**config.mk**
```make
export PLATFORM = sky130hd
export DESIGN_NAME = tbw_out_skid
export DESIGN_NICKNAME = d
export VERILOG_FILES = /design/src/hw/rtl/tbw_pkg.sv /design/src/hw/rtl/tbw_out_skid.sv
export SDC_FILE = /design/constraint.sdc
export NUM_CORES = 1
export LEC_CHECK = 0
export ABC_CLOCK_PERIOD_IN_PS = 2800
export BUFFER_PORTS_ARGS = -buffer_cell sky130_fd_sc_hd__buf_4
export CAP_MARGIN = 30
export CORE_ASPECT_RATIO = 0.9
export CORE_MARGIN = 2
export CORE_UTILIZATION = 35
export CTS_CLUSTER_DIAMETER = 60
export DETAILED_ROUTE_END_ITERATION = 10
export GPL_ROUTABILITY_DRIVEN = 0
export RECOVER_POWER = 100
export SETUP_SLACK_MARGIN = 0.2
export SLEW_MARGIN = 20
export SYNTH_ARGS = -nofsm -noshare
export SYNTH_HDL_FRONTEND = slang
export SYNTH_SLANG_ARGS = --single-unit
```
**constraint.sdc**
```tcl
create_clock -name clk -period 2.8 [get_ports clk]
set_input_delay 0.14 -clock clk [delete_from_list [all_inputs] [get_ports clk]]
set_output_delay 0.14 -clock clk [all_outputs]
set_load 0.02 [all_outputs]
```
**src/hw/rtl/tbw_pkg.sv**
```systemverilog
// Package for the tile-type blend weight filter: sizes, register indexes, types and
// the weight scaling function. No dependencies.
`timescale 1ns / 1ps
`default_nettype none

package tbw_pkg;

	// Map and stream sizes.
	localparam int MAX_WIDTH   = 1024;
	localparam int COL_W       = $clog2(MAX_WIDTH);
	localparam int LAYERS      = 4;
	localparam int TILE_W      = 8;
	localparam int WEIGHT_W    = 8;
	localparam int CNT_W       = 3;
	localparam int ROW_WIDTH_W = 11;
	localparam int LAYER_CNT_W = 3;

	// Weight per matching neighbour: full scale spread over five taps.
	localparam int WEIGHT_STEP = 255 / 5;

	// Configuration port.
	localparam int PADDR_W   = 3;
	localparam int PDATA_W   = 32;
	localparam int REG_IDX_W = 1;
	localparam logic [REG_IDX_W-1:0] REG_ROW_WIDTH   = 1'b0;
	localparam logic [REG_IDX_W-1:0] REG_LAYER_COUNT = 1'b1;

	localparam logic [ROW_WIDTH_W-1:0] ROW_WIDTH_RST   = 11'd256;
	localparam logic [LAYER_CNT_W-1:0] LAYER_COUNT_RST = 3'd3;

	// One line buffer entry: the previous row and the row before it at one column.
	typedef struct packed {
		logic [TILE_W-1:0] prev;
		logic [TILE_W-1:0] up;
	} lb_entry_t;

	// Which neighbours of the centre pixel lie inside the map.
	typedef struct packed {
		logic has_left;
		logic has_up;
		logic has_right;
		logic has_down;
	} nbr_t;

	// One result item.
	typedef struct packed {
		logic [LAYERS-1:0][WEIGHT_W-1:0] weight;
		logic                            frame_end;
	} result_t;

	// Scale a match count of zero to five onto the weight range.
	function automatic logic [WEIGHT_W-1:0] weight_of(input logic [CNT_W-1:0] count);
		int scaled;
		scaled = WEIGHT_STEP * int'(count);
		return WEIGHT_W'(scaled);
	endfunction

endpackage

`default_nettype wire

```
**src/hw/rtl/tbw_out_skid.sv**
```systemverilog
// Output register with a skid entry, so a new request is taken while a result waits.
// Depends on tbw_pkg.
`timescale 1ns / 1ps
`default_nettype none

module tbw_out_skid import tbw_pkg::*; (
	input  wire logic    clk,
	input  wire logic    arst_n,
	input  wire logic    push,
	input  wire result_t push_data,
	output logic         full,
	output logic         out_valid,
	input  wire logic    out_ready,
	output result_t      out_data
);

	logic    main_valid_q;
	logic    skid_valid_q;
	result_t main_q;
	result_t skid_q;
	logic    pop;

	assign pop = main_valid_q && out_ready;

	// Valid flags.
	always_ff @(posedge clk or negedge arst_n) begin
		if (!arst_n) begin
			main_valid_q <= 1'b0;
			skid_valid_q <= 1'b0;
		end else if (skid_valid_q) begin
			if (pop) begin
				skid_valid_q <= 1'b0;
			end
		end else if (push) begin
			if (main_valid_q && !pop) begin
				skid_valid_q <= 1'b1;
			end
			main_valid_q <= 1'b1;
		end else if (pop) begin
			main_valid_q <= 1'b0;
		end
	end

	// Payload registers.
	always_ff @(posedge clk) begin
		if (skid_valid_q) begin
			if (pop) begin
				main_q <= skid_q;
			end
		end else if (push) begin
			if (main_valid_q && !pop) begin
				skid_q <= push_data;
			end else begin
				main_q <= push_data;
			end
		end
	end

	assign full      = skid_valid_q;
	assign out_valid = main_valid_q;
	assign out_data  = main_q;

endmodule

`default_nettype wire

```
==> results.rst <==
.. list-table::
   :header-rows: 1

   * - Metric
     - Value
   * - Hold/Removal Path Class
     - in -> reg
   * - Parity-gate share of the synthesized area counting xor and xnor cells
     - 0%
   * - Ratio of routed vias to standard cells
     - 4.335
   * - Number of different library cells in the post-synthesis netlist
     - 14
   * - Count of final max-slew check failures
     - 0
   * - Post-Synthesis Mean Instance Area
     - 22.09 um2
   * - Clock Tree Buf Depth
     - 2
   * - Layout Skew
     - 0.008423 ns
   * - Count of boundary I/O pins
     - 72
   * - Least-Margin Pin Slew
     - 0.6294 ns
   * - Sink Count
     - 68
   * - Die area
     - 7892 um2
   * - Fin Setup TNS
     - 0 ns
   * - #FFs+latches synth
     - 68
   * - Number of buffers inserted to repair setup after CTS
     - 0
   * - Initial core utilization
     - 35.97%
   * - Setup slack at placement
     - 0.8514 ns
   * - Number of hold violations in the final report
     - 0
   * - Compound-Gate Fraction of Synth Area
     - 0.8942%
   * - Initial DRC Count
     - 56
   * - Count of buffers inserted at the top-level ports
     - 71
   * - Run status
     - completed
   * - Beginning of the worst hold path
     - push
   * - Summed instance area of the synthesized netlist
     - 2519 um2
   * - Tot GR Track Use
     - 13.55%
   * - CTS tree
     - built
   * - Clock period minus final worst setup slack
     - 2.099 ns
   * - Startpoint-to-endpoint class of the critical path
     - reg -> reg
   * - Sequential fraction of the synthesis area
     - 80.68%
   * - Reg-to-Reg Start
     - full$_DFF_PN0_
   * - Static power due to leakage
     - 1.208 nW
   * - Worst-path clk slew
     - 0.07 ns
   * - Worst-path fanout max
     - 26
   * - Reported max-cap violation count
     - 0
   * - Final clock period utilization by the worst path
     - 74.98%
   * - Required time of the worst setup path
     - 2.77 ns
   * - Number of search-and-repair iterations in the first detailed-routing pass
     - 4
   * - Remaining Overflow, GRT
     - 0
   * - Worst Path Arrival
     - 2.07 ns
   * - Worst IR Drop VDD
     - 0.3429 mV
   * - Multiplexer area fraction after synthesis
     - 15.50%
   * - Sequential standard cell area
     - 2033 um2
   * - Skew-Pair Late Insertion Delay
     - 0.34 ns
   * - Timing-limited maximum frequency
     - 476.3 MHz
   * - Global-route wire length before repair
     - 7.810 mm
   * - Number of nets produced by synthesis
     - 151
   * - Wire length after detailed routing
     - 4.977 mm
   * - Routed wirelength normalized by instance count
     - 15.17 um
   * - Number of instances in the synthesized netlist
     - 114
   * - Final-report setup violation count
     - 0
   * - Area used by multi-input combinational logic
     - 426.7 um2
   * - CTS buffer count
     - 9
   * - HPWL Detailed
     - 3.443 mm
   * - Number of global-route vias before repair
     - 1513
   * - Post-synthesis share of cell area spent on and, or, nand and nor gates
     - 1.292%
   * - Number of filler cells placed in the layout
     - 635
   * - Number of antenna-violating nets in the routed design
     - 0
   * - Setup crit start
     - full$_DFF_PN0_
   * - Area overhead of the layout relative to synthesis
     - 39.00%
   * - NumNets Final
     - 267
   * - Initial antenna violation count
     - 0
   * - Hold Worst Slack
     - 0.07678 ns
   * - Die Ht
     - 84.48 um
   * - Total number of vias
     - 1422
   * - Core area
     - 7003 um2
   * - Final cell count without fillers
     - 328
   * - Synthesis warning total
     - 0
   * - Instance count after placement with tap cells included
     - 278
   * - Final WS setup
     - 0.7007 ns
   * - # diodes
     - 0
   * - Worst Setup Start Kind
     - flop
   * - Horizontal die dimension
     - 93.42 um
   * - Number of gates resized after CTS
     - 0
   * - Worst-case register-to-register setup slack
     - 0.70 ns
   * - Largest family of logic cells by synthesized area
     - multiplexers
   * - Fraction of layout cells with a size suffix above 1
     - 28.51%
   * - Critical path capture point type
     - flop
   * - Remaining max-slew budget at the tightest pin
     - 58.04%
   * - H-tree depth
     - 3
   * - Power density relative to cell area
     - 974.9 nW/um2
   * - Row cnt
     - 29
   * - Unrepaired setup endpoints after global routing
     - no
   * - Master cell of the clock root buffer
     - clkbuf_8
   * - Number of remaining DRC errors
     - 0
   * - Post-synthesis share of cell area spent on full adders, half adders and majority gates
     - 0%
   * - Largest net degree at the start of global routing
     - 27
   * - Number of buffers inserted by hold repair at cts
     - 34
path summary, 6_finish.rpt:
path,to,cells after the start
worst min-delay path,out_valid$_DFFE_PN0P_,2
worst min register to register,out_data[25]$_DFFE_PP_,1
worst max register to register,out_data[6]$_DFFE_PP_,3
min in group asynchronous,out_valid$_DFFE_PN0P_,2
max in group asynchronous,full$_DFF_PN0_,2
worst max-delay path,out_data[6]$_DFFE_PP_,3
where the power goes:
part           switching, mW  total [mW]  internal (mW)  leakage (nW)
sequential             0.142        1.63           1.48         0.637
clock                  0.377       0.882          0.505         0.110
combinational          0.565       0.905          0.340         0.461
cells by family (layout without fill, tap and decap cells):
logic type,count (synthesis),in the layout
muxes,33,33
DFF,68,68
AOI/OAI and AO/OA,3,3
and+or+nand+nor,5,5
buffers and inverters,5,126
metal layers:
layer	global-route usage, %	share of wire [%]
met5	0	0
met4	6.818	1.6
met3	4.039	7.3
met2	21.06	46
met1	17.32	45
cell type report:
cell class                      count  area share [%]
Multi-Input combinational cell     41           12.19
Inverter                            1          0.1072
Timing Repair Buffer              109           19.94
Clock buffer                        9           3.538
Tap cell                           93           3.324
Sequential cell                    68           58.08
Clock inverter                      7           2.823
synthesized netlist by cell type:
master | number | area (um2)
buf_6 | 2 | 22.52
o22a_1 | 1 | 8.760
a22o_1 | 1 | 8.760
buf_4 | 2 | 15.01
inv_2 | 1 | 3.750
a21oi_1 | 1 | 5.000
mux2_2 | 28 | 315.3
mux2_4 | 5 | 75.07
and2_1 | 1 | 6.260
dfrtp_1 | 2 | 50.05
nand2b_1 | 1 | 6.260
nor2_1 | 2 | 7.510
edfxtp_1 | 66 | 1982
and4bb_2 | 1 | 12.51
state kept, by name, indices dropped and copies added (netlist names):
signal / flops
out_valid: 1
full: 1
out_data: 33
skid_q: 33
worst max-delay path, cell delays in order (launching register included):
cell	delay, ns
dfrtp_2	0.72
buf_4	0.33
o22a_1	0.19
clkbuf_1	0.49
layout by cell type, fill, tap and decap left out, drive strengths merged:
master,Yosys,routed
a21oi,1,1
a22o,1,1
and2,1,1
and4bb,1,1
buf,4,4
bufinv,0,2
clkbuf,0,80
clkinv,0,3
clkinvlp,0,1
dfrtp,2,2
dlygate4sd3,0,34
edfxtp,66,66
inv,1,2
mux2,33,33
nand2b,1,1
nor2,2,2
o22a,1,1
per-stage QoR:
step           util, %  power, mW  cell area, um2
5_1_grt          49.99      3.590            3501
3_5_place_dp     45.15      2.750            3162
4_1_cts          53.19      3.675            3725
6_report         49.99      3.413            3501
3_3_place_gp     45.15      2.712            3162
2_1_floorplan        -      2.302            2519
(Power assumes the default switching activity.)
