`config.mk`:
```
export PLATFORM = sky130hd
export DESIGN_NAME = tbw_cell
export DESIGN_NICKNAME = d
export VERILOG_FILES = /design/src/hw/rtl/tbw_pkg.sv /design/src/hw/rtl/tbw_cell.sv
export SDC_FILE = /design/constraint.sdc
export NUM_CORES = 1
export LEC_CHECK = 0
export BUFFER_PORTS_ARGS = -buffer_cell sky130_fd_sc_hd__buf_2
export CORE_AREA = 2 2 39 41
export CTS_BUF_LIST = sky130_fd_sc_hd__clkbuf_4 sky130_fd_sc_hd__clkbuf_8
export CTS_CLUSTER_DIAMETER = 200
export DETAILED_ROUTE_END_ITERATION = 16
export DIE_AREA = 0 0 41 43
export SKIP_LAST_GASP = 1
export SLEW_MARGIN = 20
export SYNTH_ARGS = -nofsm -noshare
export SYNTH_HDL_FRONTEND = slang
export SYNTH_SLANG_ARGS = --single-unit
```
`constraint.sdc`:
```
create_clock -name clk -period 1.44 [get_ports clk]
set_input_delay 0.288 -clock clk [delete_from_list [all_inputs] [get_ports clk]]
set_output_delay 0.288 -clock clk [all_outputs]
set_load 0.02 [all_outputs]
```
`src/hw/rtl/tbw_pkg.sv`:
```
// Package for the tile-type blend weight filter: sizes, register indexes, types and
// the weight scaling function. No dependencies.
`timescale 1ns / 1ps
`default_nettype none

package tbw_pkg;

	// Map and stream sizes.
	localparam int MAX_WIDTH   = 1024;
	localparam int COL_W       = $clog2(MAX_WIDTH);
	localparam int LAYERS      = 4;
	localparam int TILE_W      = 8;
	localparam int WEIGHT_W    = 8;
	localparam int CNT_W       = 3;
	localparam int ROW_WIDTH_W = 11;
	localparam int LAYER_CNT_W = 3;

	// Weight per matching neighbour: full scale spread over five taps.
	localparam int WEIGHT_STEP = 255 / 5;

	// Configuration port.
	localparam int PADDR_W   = 3;
	localparam int PDATA_W   = 32;
	localparam int REG_IDX_W = 1;
	localparam logic [REG_IDX_W-1:0] REG_ROW_WIDTH   = 1'b0;
	localparam logic [REG_IDX_W-1:0] REG_LAYER_COUNT = 1'b1;

	localparam logic [ROW_WIDTH_W-1:0] ROW_WIDTH_RST   = 11'd256;
	localparam logic [LAYER_CNT_W-1:0] LAYER_COUNT_RST = 3'd3;

	// One line buffer entry: the previous row and the row before it at one column.
	typedef struct packed {
		logic [TILE_W-1:0] prev;
		logic [TILE_W-1:0] up;
	} lb_entry_t;

	// Which neighbours of the centre pixel lie inside the map.
	typedef struct packed {
		logic has_left;
		logic has_up;
		logic has_right;
		logic has_down;
	} nbr_t;

	// One result item.
	typedef struct packed {
		logic [LAYERS-1:0][WEIGHT_W-1:0] weight;
		logic                            frame_end;
	} result_t;

	// Scale a match count of zero to five onto the weight range.
	function automatic logic [WEIGHT_W-1:0] weight_of(input logic [CNT_W-1:0] count);
		int scaled;
		scaled = WEIGHT_STEP * int'(count);
		return WEIGHT_W'(scaled);
	endfunction

endpackage

`default_nettype wire

```
`src/hw/rtl/tbw_cell.sv`:
```
// Window cell: holds one tile code of the filter window and flags which layer it matches.
// Cells hand their code to the neighbour on every accepted request. Depends on tbw_pkg.
`timescale 1ns / 1ps
`default_nettype none

module tbw_cell import tbw_pkg::*; (
	input  wire logic              clk,
	input  wire logic              shift_en,
	input  wire logic [TILE_W-1:0] d,
	output logic [TILE_W-1:0]      q,
	output logic [LAYERS-1:0]      hit
);

	logic [TILE_W-1:0] val_q;

	// Take the code from the neighbour or the line buffer.
	always_ff @(posedge clk) begin
		if (shift_en) begin
			val_q <= d;
		end
	end

	// Layer match flags.
	always_comb begin
		for (int i = 0; i < LAYERS; i++) begin
			hit[i] = (val_q == TILE_W'(i));
		end
	end

	assign q = val_q;

endmodule

`default_nettype wire

```
==> run metrics, run 1 <==
status=complete, but fails checks; failing checks=negative setup slack; synthesis-stage register bit count=8; Ys Warns=0; Seq pwr share=52.1%; async set-reset flop share out of synthesis=0%; DRT antenna net count=0; placeable core area=roughly 1400 um^2; prevailing post-synth register cell=edfxtp_1; Slew HR=slightly above 80%; gpl congestion=~0.62; CP max-delay cell=or4_4; NetSw=between 0.0001 and 0.00015 W; synth unique cells=8; total power=between 0.0005 and 0.0006 W; Net Sw Frac=about a quarter; critical-path cell list=or4_4, nor4b_4, buf_4; final setup TNS=-1.90 ns; number of flip-flops in the largest register=8; synthesis-to-layout area growth=89.5%; top-count cell post-synth=edfxtp_1; Port Buf Inserts=21; Pre-antenna DRT Iters=2; site row count=14; H-tree Lvls=1; CP arrival=approximately 1.7 ns; cell taking the most area after synthesis=edfxtp_1; Int Power=0.000424 W; Die Ht=43 um; VDD IR max=576 uV; TritonCTS clock tree=built; Setup violations, final=4; ranking of synthesized cells by area=edfxtp_1, nor4b_2, nor4_1, or4_4, or2_2; CP max stage delay=between 0.6 and 0.7 ns; via count=264; CTS Sinks=8; f_max=roughly 510 MHz; Tot GR Track Use=10.8%; IO Count=22; vias in the first global route=300; crit-path max FO=4; largest net degree at the start of global routing=9; CP Capture Type=output pin; # DRC=0; maxcap violations=0; Synth top area share=between 80% and 90%; Post-Syn Instances=16; # diodes=0; delay-heaviest family, CP=simple AND/OR/NAND/NOR gates; placed insts=~60; wirelength, routed=725 um; Core Util, Final=roughly two fifths; routed length per instance=11.5 um; Syn Area/Cell=between 15 and 20 um^2; clock power share=between 20 and 30%; final setup margin=-0.519 ns; Tmin final=approximately 2.0 ns; Hold WC Path Type=input pin to flip-flop; Worst setup SP type=flip-flop; CP Class=flip-flop to output pin; DR iter-0 viols=1; Syn Nets=26; hold-fix buffers at CTS=0; nets@finish=between 50 and 60; Finished Layout Cells=63; PwrDens=about 1000 nW/um^2; Tcrit/Tclk final=136%; die area=approximately 1800 um^2; unrepaired setup endpoints after global routing=yes; Logic pwr share=18.2%; grt total ovfl=0; synthesized area=298 um^2; root buf cell=clkbuf_4; Pins Over Slew Limit=0; initial antenna violation count=0; Final Hold Fails=0; cts bufs inserted=3; share of layout cells above drive strength 1=approximately four fifths; Clock Pin Slew Worst Setup and Hold Paths=about 0.050 ns; CTS Buffer Depth=2; vias per inst=approximately 4.2; CP bufs+invs=1; leakage=roughly 0.25 nW; Post-synth EDFFs=8; die width=41 um; first-pass GRT wire length=1190 um; post-synthesis sequential area ratio=80.7%; Post-synth top cells=edfxtp_1, nor4_1; Worst EP required=around 1.2 ns; Starting Density=between 20% and 30%; Slew @ Worst Pin=between 0.2 and 0.3 ns; worst slack at placement=-0.293 ns
==> layout make-up <==
class                      count  area [um^2]
clock buffer                   3         22.5
fill                         121          820
inverter                       1         3.75
multi-input combinational      7         97.6
sequential                     8          240
tap                           16         20.0
timing repair buffer          28          180
==> layout by cell type (no fill, tap or decap), drive strengths merged <==
cell type | netlist | routed
buf | 0 | 28
edfxtp | 8 | 8
clkbuf | 0 | 3
nor4 | 2 | 2
or4 | 1 | 1
or2 | 1 | 1
inv | 1 | 1
nor4b | 1 | 1
nand2 | 1 | 1
nor3 | 1 | 1
==> worst paths after layout <==
kind	start	end	slack (ns)	cells past startpoint
hold / removal	d[1]	q[1]	0.21	1
setup / recovery	q[6]	hit[2]	-0.52	3
==> through the flow <==
step / hold WS [ns] / instance area [um^2]
after floorplan: 0.387 / 342
after global placement: 0.465 / 524
after detailed placement: 0.466 / 524
after CTS: 0.200 / 564
after global routing: 0.195 / 564
final: 0.209 / 564
==> power by group through the flow <==
| stage | combinational, W | sequential (W) | clock (W) |
|---|---|---|---|
| global route | 0.000111 | 0.000298 | 0.000189 |
| floorplan | 0.0000185 | 0.000321 | 0 |
| global placement | 0.000100 | 0.000300 | 0 |
| finish | 0.000103 | 0.000295 | 0.000168 |
| CTS | 0.000104 | 0.000296 | 0.000176 |
| detailed placement | 0.000101 | 0.000300 | 0 |
==> cells by family after synthesis <==
logic type | share of synthesized area [%]
DFF | 80.7
and+or+nand+nor | 18.1
buffers and inverters | 1.26
==> repair_timing <==
item | CTS | global route
pin swaps | 1 | 1
endpoints found under the setup margin | 4 | 4
buffers inserted | 1 | 0
resized for setup | 4 | 0
hold endpoints to repair | 0 | 0
==> layer usage <==
| metal | GRT usage [%] | up-vias | share of wire (%) |
|---|---|---|---|
| met5 | 0 | - | 0 |
| li1 | - | 126 | - |
| met2 | 14.4 | 24 | 42 |
| met4 | 12.0 | 0 | 4.1 |
| met1 | 12.5 | 110 | 42 |
| met3 | 2.62 | 4 | 12 |
Power figures use the tool's default switching activity.
==> run 2, diff against run 1 <==
--- a/config.mk
+++ b/config.mk
@@ -5,12 +5,12 @@
 export SDC_FILE = /design/constraint.sdc
 export NUM_CORES = 1
 export LEC_CHECK = 0
-export BUFFER_PORTS_ARGS = -buffer_cell sky130_fd_sc_hd__buf_2
 export CORE_AREA = 2 2 39 41
 export CTS_BUF_LIST = sky130_fd_sc_hd__clkbuf_4 sky130_fd_sc_hd__clkbuf_8
 export CTS_CLUSTER_DIAMETER = 200
 export DETAILED_ROUTE_END_ITERATION = 16
 export DIE_AREA = 0 0 41 43
+export DONT_BUFFER_PORTS = 1
 export SKIP_LAST_GASP = 1
 export SLEW_MARGIN = 20
 export SYNTH_ARGS = -nofsm -noshare
==> run 2 against run 1 <==
Compared with the run above:
- clock power is 5% lower
- die area stayed put
- highest routed layer unchanged
- cell count is 22% lower
- sequential share of layout area is 6.5 points higher
- count of clock-buffer cells in the layout stayed put
- critical path depth stayed put
- critical path type unchanged
- final area is 13% lower
- the flow still finishes with violations (negative setup slack)
- setup slack better by 0.017 ns
- total power is 5.7% lower
- core utilization is 5.4 points lower
- worst hold slack worse by 0.074 ns
- sequential power hardly changed
- largest cell class unchanged
==> run metrics, run 2 (synthesized netlist as in run 1, its figures left out) <==
root buf cell=clkbuf_4; post-CTS sizing=0; VDD IR max=about 430 uV; worst slack at placement=-0.258 ns; Sequential Area=~240 um^2; TritonCTS clock tree=built; leakage=approximately 0.19 nW; Finished Layout Cells=a little under 50; largest net degree at the start of global routing=9; Final Hold Fails=0; Worst EP required=between 1 and 1.5 ns; DRT antenna net count=0; total power=0.000534 W; vias in the first global route=252; fillers=136; first-pass GRT wire length=~1000 um; IO Count=22; Slew @ Worst Pin=0.289 ns; Slew HR=around four fifths; cts bufs inserted=3; M1 GR Usage=under 10%; Tcrit/Tclk final=135%; routed length per instance=13.6 um; synthesis-to-layout area growth=64.3%; unrepaired setup endpoints after global routing=yes; M3 GR Usage=around 4.2%; grt total ovfl=0; die area=1760 um^2; share of layout cells above drive strength 1=between 60% and 70%; CTS Sinks=8; f_max=between 500 and 600 MHz; Pre-antenna DRT Iters=1; nets@finish=45; Setup violations, final=4; met2 track utilization from global routing=13.4%; number of flip-flops in the largest register=8; failing checks=negative setup slack; Port Buf Inserts=0; vias per inst=4.47; Multi-input gate area=between 90 and 100 um^2; Final Instance Area=around 500 um^2; dpl cell area=~450 um^2; CP arrival=roughly 1.7 ns; CP Capture Type=output pin; CP Class=flip-flop to output pin; Pins Over Slew Limit=0; hold-fix buffers at CTS=0; Worst setup SP type=flip-flop; Die Ht=between 40 and 50 um; H-tree Lvls=1; via count=around 220; highest-count cells in the layout ignoring fill and taps=buf_4, edfxtp_1, clkbuf_4, nor4_4; die width=approximately 40 um; # diodes=0; commonest non-fill, non-tap cell in the layout=buf_4; placeable core area=about 1400 um^2; crit-path max FO=4; wirelength, routed=about 670 um; PwrDens=between 1000 and 1500 nW/um^2; # DRC=0; busiest grt layer=met2; Clock Pin Slew Worst Setup and Hold Paths=about 0.050 ns; final setup margin=-0.502 ns; CTS Buffer Depth=2; Hold WC Path Type=input pin to flip-flop; Tmin final=between 1.5 and 2 ns; DR iter-0 viols=0; Starting Density=between 20% and 30%; WHS=~0.13 ns; initial antenna violation count=0; placed insts=44; status=complete, but fails checks; site row count=14; Tot GR Track Use=roughly 10%; gpl congestion=0.705; maxcap violations=0
## run 2: cell count changes in the layout (fill, tap and decap cells not counted)
cell,delta
buf_12,-1
buf_2,-17
buf_4,+4
## run 2: path summary, 6_finish.rpt
path	startpoint	end	slack (ns)	cells after the start
worst min-delay path	d[6]	q[6]	0.13	0
worst max-delay path	q[5]	hit[2]	-0.50	3
## run 2: metal layers
metal,wire length [um],share of wire [%],up-vias
li1,-,-,99
met1,233,35,91
met2,291,44,25
met3,109,16,4
met4,33,4.9,0
met5,0,0,-
## run 2: final cells by class
cell class	instances	share of cell area, %
repair buffers	14	21.5
flip-flops and latches	8	49.1
multi-input cells	7	19.9
well taps	16	4.09
clock buffers	3	4.60
inverters	1	0.767
## run 2: per-stage QoR
step / util [%] / setup TNS, ns
floorplan: - / -1.27
global placement: 32.6 / -0.836
detailed placement: 32.6 / -0.939
CTS: 34.8 / -1.87
global route: 35.4 / -2.07
finish: 35.4 / -1.89
## run 2: power breakdown
| part | internal (W) | total (W) | switching [W] |
|---|---|---|---|
| clock network | 0.0000946 | 0.000159 | 0.0000648 |
| logic | 0.0000339 | 0.0000782 | 0.0000443 |
| registers | 0.000279 | 0.000297 | 0.0000175 |
## run 2: worst max-delay path: stages (launching register included)
cell and delay [ns]:
edfxtp_1 0.39, or4_4 0.62, nor4b_4 0.22, buf_4 0.17
## run 2: timing repair
item,4_1_cts,5_1_grt
pin swaps,2,1
gates cloned,0,0
setup buffers,1,1
endpoints found under the setup margin,4,4
