--- src/hw/rtl/tbw_pkg.sv ---
// Package for the tile-type blend weight filter: sizes, register indexes, types and
// the weight scaling function. No dependencies.
`timescale 1ns / 1ps
`default_nettype none

package tbw_pkg;

	// Map and stream sizes.
	localparam int MAX_WIDTH   = 1024;
	localparam int COL_W       = $clog2(MAX_WIDTH);
	localparam int LAYERS      = 4;
	localparam int TILE_W      = 8;
	localparam int WEIGHT_W    = 8;
	localparam int CNT_W       = 3;
	localparam int ROW_WIDTH_W = 11;
	localparam int LAYER_CNT_W = 3;

	// Weight per matching neighbour: full scale spread over five taps.
	localparam int WEIGHT_STEP = 255 / 5;

	// Configuration port.
	localparam int PADDR_W   = 3;
	localparam int PDATA_W   = 32;
	localparam int REG_IDX_W = 1;
	localparam logic [REG_IDX_W-1:0] REG_ROW_WIDTH   = 1'b0;
	localparam logic [REG_IDX_W-1:0] REG_LAYER_COUNT = 1'b1;

	localparam logic [ROW_WIDTH_W-1:0] ROW_WIDTH_RST   = 11'd256;
	localparam logic [LAYER_CNT_W-1:0] LAYER_COUNT_RST = 3'd3;

	// One line buffer entry: the previous row and the row before it at one column.
	typedef struct packed {
		logic [TILE_W-1:0] prev;
		logic [TILE_W-1:0] up;
	} lb_entry_t;

	// Which neighbours of the centre pixel lie inside the map.
	typedef struct packed {
		logic has_left;
		logic has_up;
		logic has_right;
		logic has_down;
	} nbr_t;

	// One result item.
	typedef struct packed {
		logic [LAYERS-1:0][WEIGHT_W-1:0] weight;
		logic                            frame_end;
	} result_t;

	// Scale a match count of zero to five onto the weight range.
	function automatic logic [WEIGHT_W-1:0] weight_of(input logic [CNT_W-1:0] count);
		int scaled;
		scaled = WEIGHT_STEP * int'(count);
		return WEIGHT_W'(scaled);
	endfunction

endpackage

`default_nettype wire

--- src/hw/rtl/tbw_weight.sv ---
// Weight unit: counts the matching window taps per layer and scales the counts.
// Purely combinational. Depends on tbw_pkg.
`timescale 1ns / 1ps
`default_nettype none

module tbw_weight import tbw_pkg::*; (
	input  wire logic [LAYERS-1:0]   hit_centre,
	input  wire logic [LAYERS-1:0]   hit_left,
	input  wire logic [LAYERS-1:0]   hit_up,
	input  wire logic [TILE_W-1:0]   right_val,
	input  wire logic [TILE_W-1:0]   down_val,
	input  wire nbr_t                nbr,
	input  wire logic [LAYERS-1:0]   layer_en,
	output logic [LAYERS-1:0][WEIGHT_W-1:0] weight
);

	logic [LAYERS-1:0] hit_right;
	logic [LAYERS-1:0] hit_down;
	logic [CNT_W-1:0]  count [LAYERS];

	// Count the taps inside the map that carry each layer's code.
	always_comb begin
		for (int i = 0; i < LAYERS; i++) begin
			hit_right[i] = (right_val == TILE_W'(i));
			hit_down[i]  = (down_val == TILE_W'(i));
			count[i] = CNT_W'(hit_centre[i])
				+ CNT_W'(hit_left[i] & nbr.has_left)
				+ CNT_W'(hit_up[i] & nbr.has_up)
				+ CNT_W'(hit_right[i] & nbr.has_right)
				+ CNT_W'(hit_down[i] & nbr.has_down);
			weight[i] = layer_en[i] ? weight_of(count[i]) : '0;
		end
	end

endmodule

`default_nettype wire

--- config.mk ---
export PLATFORM = sky130hd
export DESIGN_NAME = tbw_weight
export DESIGN_NICKNAME = d
export VERILOG_FILES = /design/src/hw/rtl/tbw_pkg.sv /design/src/hw/rtl/tbw_weight.sv
export SDC_FILE = /design/constraint.sdc
export NUM_CORES = 1
export LEC_CHECK = 0
export ABC_AREA = 1
export BUFFER_PORTS_ARGS = -buffer_cell sky130_fd_sc_hd__buf_4
export CORE_MARGIN = 1.5
export CORE_UTILIZATION = 46
export DETAILED_ROUTE_END_ITERATION = 8
export PLACE_DENSITY = 0.9
export SYNTH_ARGS = -nofsm -noshare
export SYNTH_HDL_FRONTEND = slang
export SYNTH_SLANG_ARGS = --single-unit
--- constraint.sdc ---
create_clock -name vclk -period 5.75
set_clock_uncertainty 0.2 [all_clocks]
set_input_delay 1.15 -clock vclk [all_inputs]
set_output_delay 1.15 -clock vclk [all_outputs]
set_load 0.01 [all_outputs]
==> metrics, run 1 <==
Hold WC Path Type in -> out; Util after Layout 75.63%; DR pass1 iterations 4; Cells after DPL 218; share of cells above drive strength 1 a little over a third; Syn. warnings 0; area of the multi-input gates 644.4 um2; Area contributors post-synth fa_1, inv_1, nand2_1; Max FO, Critical Path 4; part of the Yosys area used for sequential elements 0%; Final setup viols 0; Seq Cell Count 0; post_cts resized 0; Final #Nets 255; CTS Hold Bufs 0; CLK BUF 0; Syn Area/Cell 6.649 um2; fill cell count approximately 140; half-perimeter wire length after placement 2209 um; Post-DRT Antenna Nets 0; first-pass GRT wire length approximately 3700 um; final worst path period share between 80% and 90%; Static Leakage 0.0009130 uW; Setup crit end kind output pin; Die Wd 47.50 um; core area approximately 0.0018 mm2; PD cells 84.64 mW/mm2; Synth cell types 10; setup TNS 0 ns; # port buffers 68; Hold Path End weight[20]; Wirelength per Cell 10.66 um; area grow syn2layout 49.59%; n_diodes 0; initial core utilization 50.56%; Synth Cell Area 910.9 um2; Post-route DRC 0; final hold vios 0; initial antenna violation count 0; Max Clock Freq around 200 MHz; Cell Rows 15; GRT overflow 0; top post-synthesis cells by count inv_1, nand2_1, nor2_1; Critical Path AT between 3 and 4 ns; Critical Path RT 4.40 ns; Via density 4.321; Syn Inst Count 137; DR iter-0 viols 2; RSZ-0062 raised after global routing false; register area 0 um2; post-synth net total 197; minimum clock period between 4 and 5 ns; CP startpoint kind input pin; hold_sp layer_en[2]; fin cells 218; post-CTS setup buffer count 0; critical path type in -> out; routed vias about 940; Max Cap Violations 0; vias in the first global route roughly 960; worst-margin pin slew 0.2910 ns; hold depth 4; most common cell in the synthesized netlist inv_1; relative slew slack 80.45%; largest net degree at the start of global routing 5; post-synth top area share 35.16%; Die Y 47.50 um; pins over their slew limit 0; total wire length between 2000 and 2500 um; I/O Pins 68; total track usage 22.12%; GPL Wtd Cong 0.8233; area leader, netlist fa_1; status completed; die area 0.002256 mm2; VDD IR-drop max 57.63 uV
-- power breakdown --
part | leakage, uW | total, uW | internal [uW] | switching (uW)
logic | 0.000913 | 115 | 59.1 | 56.3
registers | 0 | 0 | 0 | 0
clock network | 0 | 0 | 0 | 0
total | 0.000913 | 115 | 59.1 | 56.3
-- stage by stage --
| stage | cell area [um2] | total power (uW) | setup WS (ns) | hold WS [ns] |
|---|---|---|---|---|
| global route | 1363 | 129.8 | 0.5490 | 2.419 |
| CTS | 1363 | 117.0 | 0.7485 | 2.391 |
| finish | 1363 | 115.3 | 0.7743 | 2.391 |
| detailed placement | 1363 | 116.5 | 0.7526 | 2.390 |
| floorplan | 910.9 | 64.39 | 1.001 | 2.189 |
| global placement | 1363 | 110.9 | 0.8427 | 2.383 |
-- logic make-up (layout without fill, tap and decap cells) --
group	count (synthesis)	count (layout)	share of synthesized area, %
buffers and inverters	59	115	29.26
adder cells (fa/ha/maj)	24	24	46.15
AND/OR/NAND/NOR	54	54	24.59
-- layout make-up --
cell class                 count  share of cell area, %
tap                           25                  2.296
inverter                      47                  12.95
timing repair buffer          68                  37.47
multi-input combinational     78                  47.29
-- routing by layer --
| layer | vias to the layer above | track usage, % | routed length (um) |
|---|---|---|---|
| li1 | 476 | - | - |
| met1 | 426 | 21.45 | 782 |
| met2 | 38 | 48.65 | 1370 |
| met3 | 2 | 2.264 | 162 |
| met4 | 0 | 3.333 | 7 |
| met5 | - | 0 | 0 |
-- worst max path at each step --
| stage | to | slack, ns | start | cells past startpoint |
|---|---|---|---|---|
| 2_1_floorplan | weight[7] | 1.00 | right_val[1] | 9 |
| 3_3_place_gp | weight[7] | 0.84 | right_val[1] | 10 |
| 3_5_place_dp | weight[7] | 0.75 | right_val[1] | 10 |
| 4_1_cts | weight[7] | 0.75 | right_val[1] | 10 |
| 5_1_grt | weight[11] | 0.55 | right_val[1] | 10 |
| 6_report | weight[11] | 0.77 | right_val[1] | 10 |
-- cells in the final DEF (no fill, tap or decap) --
| cell | Yosys | final |
|---|---|---|
| nor3_1 | 3 | 3 |
| fa_1 | 16 | 16 |
| inv_1 | 47 | 47 |
| buf_4 | 12 | 68 |
| nand2_1 | 28 | 28 |
| nand3b_1 | 3 | 3 |
| nor2_1 | 17 | 17 |
| nand3_1 | 1 | 1 |
| nand4_1 | 2 | 2 |
| ha_1 | 8 | 8 |
-- critical path, stage by stage --
cell and delay (ns):
buf_4 0.11, nor3_1 0.28, nand3b_1 0.14, fa_1 0.51
inv_1 0.07, fa_1 0.63, inv_1 0.08, fa_1 0.35
nor2_1 0.15, buf_4 0.14
Power figures use the tool's default switching activity.
==> inputs of run 2 (changes only) <==
Settings changed: CAP_MARGIN set to 40, PLACE_DENSITY 0.9 to 0.92.
==> run 2 against run 1 <==
Net effect:
- critical path depth unchanged
- sequential cell count unchanged
- combinational power about the same
- wire length up 0.22%
- sequential share of layout area unchanged
- hold slack about the same
- cell area unchanged
- non-clock buffer count unchanged
- die area unchanged
- clock-buffer cell count unchanged
- cell count unchanged
- global-route usage up 1.0 points
- critical path type unchanged
- largest cell class unchanged
==> metrics, run 2 (same netlist as run 1, synthesis figures left out) <==
Post-DRT Antenna Nets 0 (unchanged); Max Clock Freq 203.0 MHz (+1.0%); DR pass1 iterations 4 (unchanged); pins over their slew limit 0 (unchanged); worst path cell trace buf_4 -> nor3_1 -> nand3b_1 -> fa_1 -> inv_1 -> fa_1 -> inv_1 -> fa_1 -> nor2_1 -> buf_4; status completed; vias in the first global route 984 (+2.6%); CLK BUF 0 (unchanged); Max FO, Critical Path 4 (unchanged); Seq Cell Count 0 (unchanged); minimum clock period 4.926 ns (-0.04929 ns); Cell Rows 15 (unchanged); GPL Wtd Cong 0.7865 (-4.5%); switching share of total power 49.00% (+0.21 points); routed vias 973 (+3.3%); register area 0 um2 (unchanged); area grow syn2layout 49.59% (unchanged); CP peak stage delay 0.63 ns (about the same); Max Cap Violations 0 (unchanged); total wire length 2328 um (+0.22%); CP max-delay cell fa_1; initial core utilization 50.56% (unchanged); initial antenna violation count 0 (unchanged); hold_sp layer_en[0]; final worst path period share 85.68% (-0.86 points); RSZ-0062 raised after global routing false; # port buffers 68 (unchanged); final hold vios 0 (unchanged); Critical Path AT 3.58 ns (-0.05 ns); PD cells 85.07 mW/mm2 (+0.50%); Die Y 47.50 um (unchanged); CTS Hold Bufs 0 (unchanged); Setup crit end kind output pin; post_cts resized 0 (unchanged); GRT overflow 0 (unchanged); half-perimeter wire length after placement 2199 um (-0.45%); total track usage 23.16% (+1.0 points); Die Wd 47.50 um (unchanged); Final #Nets 255 (unchanged); Wirelength per Cell 10.68 um (+0.22%); area of the multi-input gates 644.4 um2 (unchanged); I/O Pins 68 (unchanged); VDD IR-drop max 49.62 uV (-14%); worst-margin pin slew 0.3170 ns (+0.02596 ns); share of cells above drive strength 1 35.23% (unchanged); P_sw 56.80 uW (+0.93%); Combinational Power Share 100.0% (about the same); Post-route DRC 0 (unchanged); Int Pwr 59.11 uW (about the same); crit path launch right_val[1]; relative slew slack 78.70% (-1.7 points); Clk network pwr share 0% (unchanged); critical path type in -> out; first-pass GRT wire length 3857 um (+4.9%); fill cell count 153 (+6.3%); share of power burned in registers 0% (unchanged); die area 0.002256 mm2 (unchanged); setup TNS 0 ns (unchanged); commonest cells after routing, fill and taps aside buf_4, inv_1, nand2_1; final hold slack 2.391 ns (+0.00008000 ns); Via density 4.463 (+3.3%); DR iter-0 viols 14 (+12); Tot Pwr 115.9 uW (+0.50%); core area 0.001802 mm2 (unchanged); Util after Layout 75.63% (unchanged); n_diodes 0 (unchanged); Hold WC Path Type in -> out; Static Leakage 0.0009130 uW (unchanged); CP startpoint kind input pin; largest net degree at the start of global routing 5 (unchanged); Critical Path RT 4.40 ns (about the same); Final setup viols 0 (unchanged); Top cell by count, worst path fa_1; post-CTS setup buffer count 0 (unchanged); leading cell type in the layout, fill and taps excluded buf_4
==> run 2: cell counts in the layout (fill, tap and decap cells not counted) <==
No cell type changed its count.
==> run 2: layout make-up <==
type                            count  area share (%)
Multi-Input combinational cell     78           47.29
Tap cell                           25           2.296
Timing Repair Buffer               68           37.47
Inverter                           47           12.95
==> run 2: metal layers <==
| metal | vias to the layer above | global-route usage [%] | routed length, um |
|---|---|---|---|
| li1 | 477 | - | - |
| met1 | 449 | 23.40 | 788 |
| met2 | 45 | 51.08 | 1360 |
| met3 | 2 | 0.3774 | 160 |
| met4 | 0 | 3.889 | 19 |
| met5 | - | 0 | 0 |
==> run 2: per-stage QoR <==
step	worst slack [ns]	instances	area, um2
floorplan	1.001	137	910.9
detailed placement	0.8045	218	1363
global route	0.6097	218	1363
finish	0.8236	218	1363
CTS	0.8012	218	1363
global placement	0.8800	218	1363
==> run 2: path summary, 6_finish.rpt <==
kind | slack (ns) | cells after the start | endpoint
worst max-delay path | 0.82 | 10 | weight[11]
worst min-delay path | 2.39 | 4 | weight[0]
==> run 2: critical path, delay by kind of cell <==
family	cells	cell delay, ns
simple gates	3	0.55
fa+ha+maj	3	1.49
buf+inv	4	0.39
==> run 2: power groups by stage <==
stage | clock (uW) | combinational (uW) | sequential (uW)
final | 0 | 116 | 0
after floorplan | 0 | 64.4 | 0
after detailed placement | 0 | 117 | 0
after global routing | 0 | 131 | 0
after global placement | 0 | 111 | 0
after CTS | 0 | 117 | 0
